<file path="src/hdl/lcm_ram.sv">
// Generic single-port-write, single-read RAM with registered read.
// No dependencies.
module lcm_ram #(
  parameter int unsigned Width = 8,
  parameter int unsigned Depth = 16
) (
  input  logic                     clk_i,
  input  logic                     we_i,
  input  logic [$clog2(Depth)-1:0] waddr_i,
  input  logic [Width-1:0]         wdata_i,
  input  logic [$clog2(Depth)-1:0] raddr_i,
  output logic [Width-1:0]         rdata_o
);
  logic [Width-1:0] mem_q [Depth];

  always_ff @(posedge clk_i) begin
    if (we_i) begin
      mem_q[waddr_i] <= wdata_i;
    end
    rdata_o <= mem_q[raddr_i];
  end
endmodule

</file>
<file path="config.mk">
export PLATFORM = sky130hd
export DESIGN_NAME = lcm_ram
export DESIGN_NICKNAME = d
export VERILOG_FILES = /design/src/hdl/lcm_ram.sv
export SDC_FILE = /design/constraint.sdc
export NUM_CORES = 1
export LEC_CHECK = 0
export BUFFER_PORTS_ARGS = -buffer_cell sky130_fd_sc_hd__buf_2
export CORE_MARGIN = 4
export CORE_UTILIZATION = 35
export CTS_BUF_LIST = sky130_fd_sc_hd__clkbuf_4 sky130_fd_sc_hd__clkbuf_8
export CTS_CLUSTER_SIZE = 25
export DETAILED_ROUTE_END_ITERATION = 10
export HOLD_SLACK_MARGIN = 0.1
export PLACE_DENSITY = 0.49
export SLEW_MARGIN = 25
export SYNTH_ARGS = -nofsm -noshare
export SYNTH_HDL_FRONTEND = slang
export SYNTH_SLANG_ARGS = --single-unit
</file>
<file path="constraint.sdc">
create_clock -name clk_i -period 2.7 [get_ports clk_i]
set_input_delay 0 -clock clk_i [delete_from_list [all_inputs] [get_ports clk_i]]
set_output_delay 0 -clock clk_i [all_outputs]
set_load 0.02 [all_outputs]
</file>
Yosys cells after proc, flatten, opt, wreduce, memory -nomap -nowiden
Memory sizes are Yosys's and may differ from the RTL's. A register that Yosys moved wholly into a read port is not among the register bits. Index checks and enable logic that the tools add are counted.

Register bits after elaboration: 0. Memory bits (writable): 128. Input bits: 18. Output and inout bits: 8. Logic and storage cells: 3. Memories kept: 1.

Muxes and demuxes: 2.

Memories: mem_q (depth 16, bits a word 8, rd ports 1, clocked after Yosys merged registers in 1, wr ports 1, RTL line 14) `logic [Width-1:0] mem_q [Depth];`.

Operators with widths (count): 1-bit 2-to-1 mux (2).

Depth between registers and ports, before layout
Word-level depth: 2. Depth in mapped cells: 5. Gate-level depth less buffers: 3.

Least setup slack after synthesis
Ideal clock, no wire load.

Path kind: input to register. Start: input port waddr_i[2]. End: memory mem_q[0][0], enable pin. Library setup time: 0.383 ns. Data arrival time: 1.110 ns. Required time: 2.317 ns. Setup slack: 1.207 ns. Stages on the path: 2. Buffers on the path: 0. Path through: or3b_2 -> nor3_1.

RTL lines: from (decl) (RTL line 9) `input logic [$clog2(Depth)-1:0] waddr_i,`; to (decl) (RTL line 14).

Straight into the memory's write port.

Worst setup path in the final report
Start: input port waddr_i[0]. End: memory mem_q[4][7], enable pin.

Straight into the memory's write port.

==> metrics.txt <==
status completed; die width 129 µm; routed vias/inst 4.82; final setup fails 0; Tot Pwr 4.42 mW; Final Util 41.8%; R2R setup slack 1.29 ns; H-Tree Depth 4; grt total ovfl 0; critical path, cell by cell dlygate4sd3_1, buf_2, nor3_1, dlygate4sd3_1; WL final 9780 µm; Area Growth Syn to Fin 17.7%; Worst Reg2Reg Path Length in Cells 3; CP max stage cell dlygate4sd3_1; filler cell count 1277; Global Route Usage Sum 12.8%; via count 2330; Most common cell on crit path dlygate4sd3_1; CP Capture Type register; Site Rows 44; Syn Nets 247; crit path buf inv count 3; Max Freq 0.629 GHz; worst hold start waddr_i[1]; FF/Latch Area 4000 µm²; wire per inst 20.3 µm; vias in the first global route 2506; Worst-Margin Slew 0.908 ns; Cell variety after synth 19; Cell Pwr Density 730 nW/µm²; Internal 3.56 mW; clock sink count 136; first-pass GRT wire length 14900 µm; skew final 0.0100 ns; first-pass iteration count of the detailed router 4; Synth Instances 229; Top Family by Delay on Critical Path buffers and inverters; Net count, final 304; setup_tns 0 ns; kind of start point of the critical path input port; remaining routing DRC violations 0; residual antenna-violating net count after detailed routing 0; largest net degree at the start of global routing 27; Worst slew margin 39.3%; Buffers on Ports 25; WHS Path Cells 3; VDD IR max 0.421 mV; Multi-input gate area 1060 µm²; RSZ-0062 raised after global routing false; Top FF cell, synth edfxtp_1; clock-pin slew on the worst setup and hold paths 0.07 ns; starting DRC count in detailed routing 108; Psw 862 µW; RR Endpoint rdata_o[2]; reg2reg start mem_q[1][2]; core area 14500 µm²; post_cts resized 0; Sw Share 19.5%; Syn Std Cell Area 5150 µm²; I/O pin count 26; layout cells sized above 1 29.8%; Clk pwr share 41.0%; PnR worst setup slack 1.11 ns; Placer Congestion 0.686; CP peak stage delay 0.73 ns; crit share post-route 58.9%; Critical Path Stages 4; Worst Path Max Fanout 7; HP Class input port to register; Hold Violations, Final 0; post-synthesis async set-or-reset flop share 0%; Clock Tree Root clkbuf_8; CTS tree built; hold path endpoint mem_q[4][4]; cts bufs inserted 17; sequential share of power 53.6%; Ys Warns 0; worst skew pair latency 0.43 ns; number of flops mapped to enable cells by yosys 128; final-report max-slew violation count 0; syn avg cell area 22.5 µm²; CTS max path bufs 2; sequential area share after synthesis 77.8%; initial antenna violation count 0; Initial Util 35.6%; post-DP HPWL 6450 µm; Crit path required time 2.82 ns; Tmin final 1.59 ns; Synth Register Bits 136; WS Path Type input port to register; combinational fraction of design power 5.4%; # diodes 0; Die Ht 129 µm; die area 16700 µm²; leakage 2.04 nW; max cap viols 0; pre-CTS setup slack 0.806 ns; crit path DAT 1.71 ns
[cell usage after synthesis (all sizes together) (2+ instances only)]
cell type,instances,area (µm²)
mux4,32,773
nand3b,2,15.0
buf,7,56.3
nor2,13,48.8
dfxtp,8,160
a22oi,16,120
nor3,4,20.0
clkdlybuf4s25,3,30.0
edfxtp,128,3840
nand2b,2,12.5
nand2,9,33.8
[metrics by stage]
step                      instance area [µm²]  hold slack (ns)  std cells
final                                    6060            0.132        483
after global routing                     6060            0.123        483
after CTS                                6060            0.102        483
after detailed placement                 5510            0.400        441
after global placement                   5510            0.394        441
after floorplan                          5150           0.0989        229
[tightest hold or removal path, cell delays in order]
cell and delay, ns:
buf_2 0.14, nor3_1 0.09, buf_4 0.16
[placed cells by master (no fill, tap or decap)]
cell type / n
nor2_1: 13
mux4_1: 14
mux4_2: 18
clkinv_2: 5
buf_2: 25
dfxtp_1: 8
and2b_1: 1
nand3b_1: 2
nand3_1: 1
edfxtp_1: 128
and2_1: 1
nand2b_1: 2
buf_4: 13
nor2b_1: 1
a22oi_1: 16
nand2_1: 9
nor3_1: 4
clkbuf_8: 20
bufinv_16: 4
clkbuf_4: 3
dlygate4sd3_1: 10
or3b_2: 1
[kinds of logic (layout without fill, tap and decap cells)]
kind of cell / count (synthesis) / after routing / synth area share [%]
muxes: 32 / 32 / 15.0
buffers and inverters: 10 / 80 / 1.68
AOI/OAI and AO/OA: 16 / 16 / 2.33
DFF: 136 / 136 / 77.8
and+or+nand+nor: 35 / 35 / 3.18
[how the worst max path moves through the flow]
| stage | from | slack (ns) | endpoint |
|---|---|---|---|
| finish | waddr_i[0] | 1.11 | mem_q[4][7] |
| global route | waddr_i[0] | 1.08 | mem_q[6][6] |
| CTS | waddr_i[0] | 1.12 | mem_q[4][7] |
| detailed placement | raddr_i[0] | 0.81 | rdata_o[3] |
| global placement | raddr_i[0] | 0.83 | rdata_o[3] |
| floorplan | waddr_i[2] | 1.21 | mem_q[0][0] |
[layer usage]
metal	routed length (µm)	part of all wire, %	vias to the layer above	track usage [%]
li1	-	-	1087	-
met5	0	0	-	0
met3	394	4.0	11	3.79
met4	131	1.3	0	5.00
met2	4530	46	45	18.8
met1	4730	48	1187	18.0
[power groups by stage]
stage	combinational (mW)	sequential, mW	clock (mW)
detailed placement	0.233	2.42	0
global placement	0.231	2.42	0
floorplan	0.120	2.43	0
finish	0.237	2.37	1.82
global route	0.260	2.37	1.95
CTS	0.243	2.37	1.86
[timing repair]
action                    4_1_cts  5_1_grt
hold buffers                   10        0
setup buffers                   0        0
hold endpoints to repair      140        0
[sequential cells by signal (all words and copies together) (netlist names)]
signal   flops
rdata_o      8
mem_q      128
[cell type report]
class / count / share of cell area [%]
multi-input combinational: 83 / 17.5
timing repair buffer: 48 / 5.33
clock inverter: 9 / 2.40
tap: 184 / 3.80
clock buffer: 23 / 4.92
sequential: 136 / 66.1
Note: power is estimated with default switching activity, not from simulation.
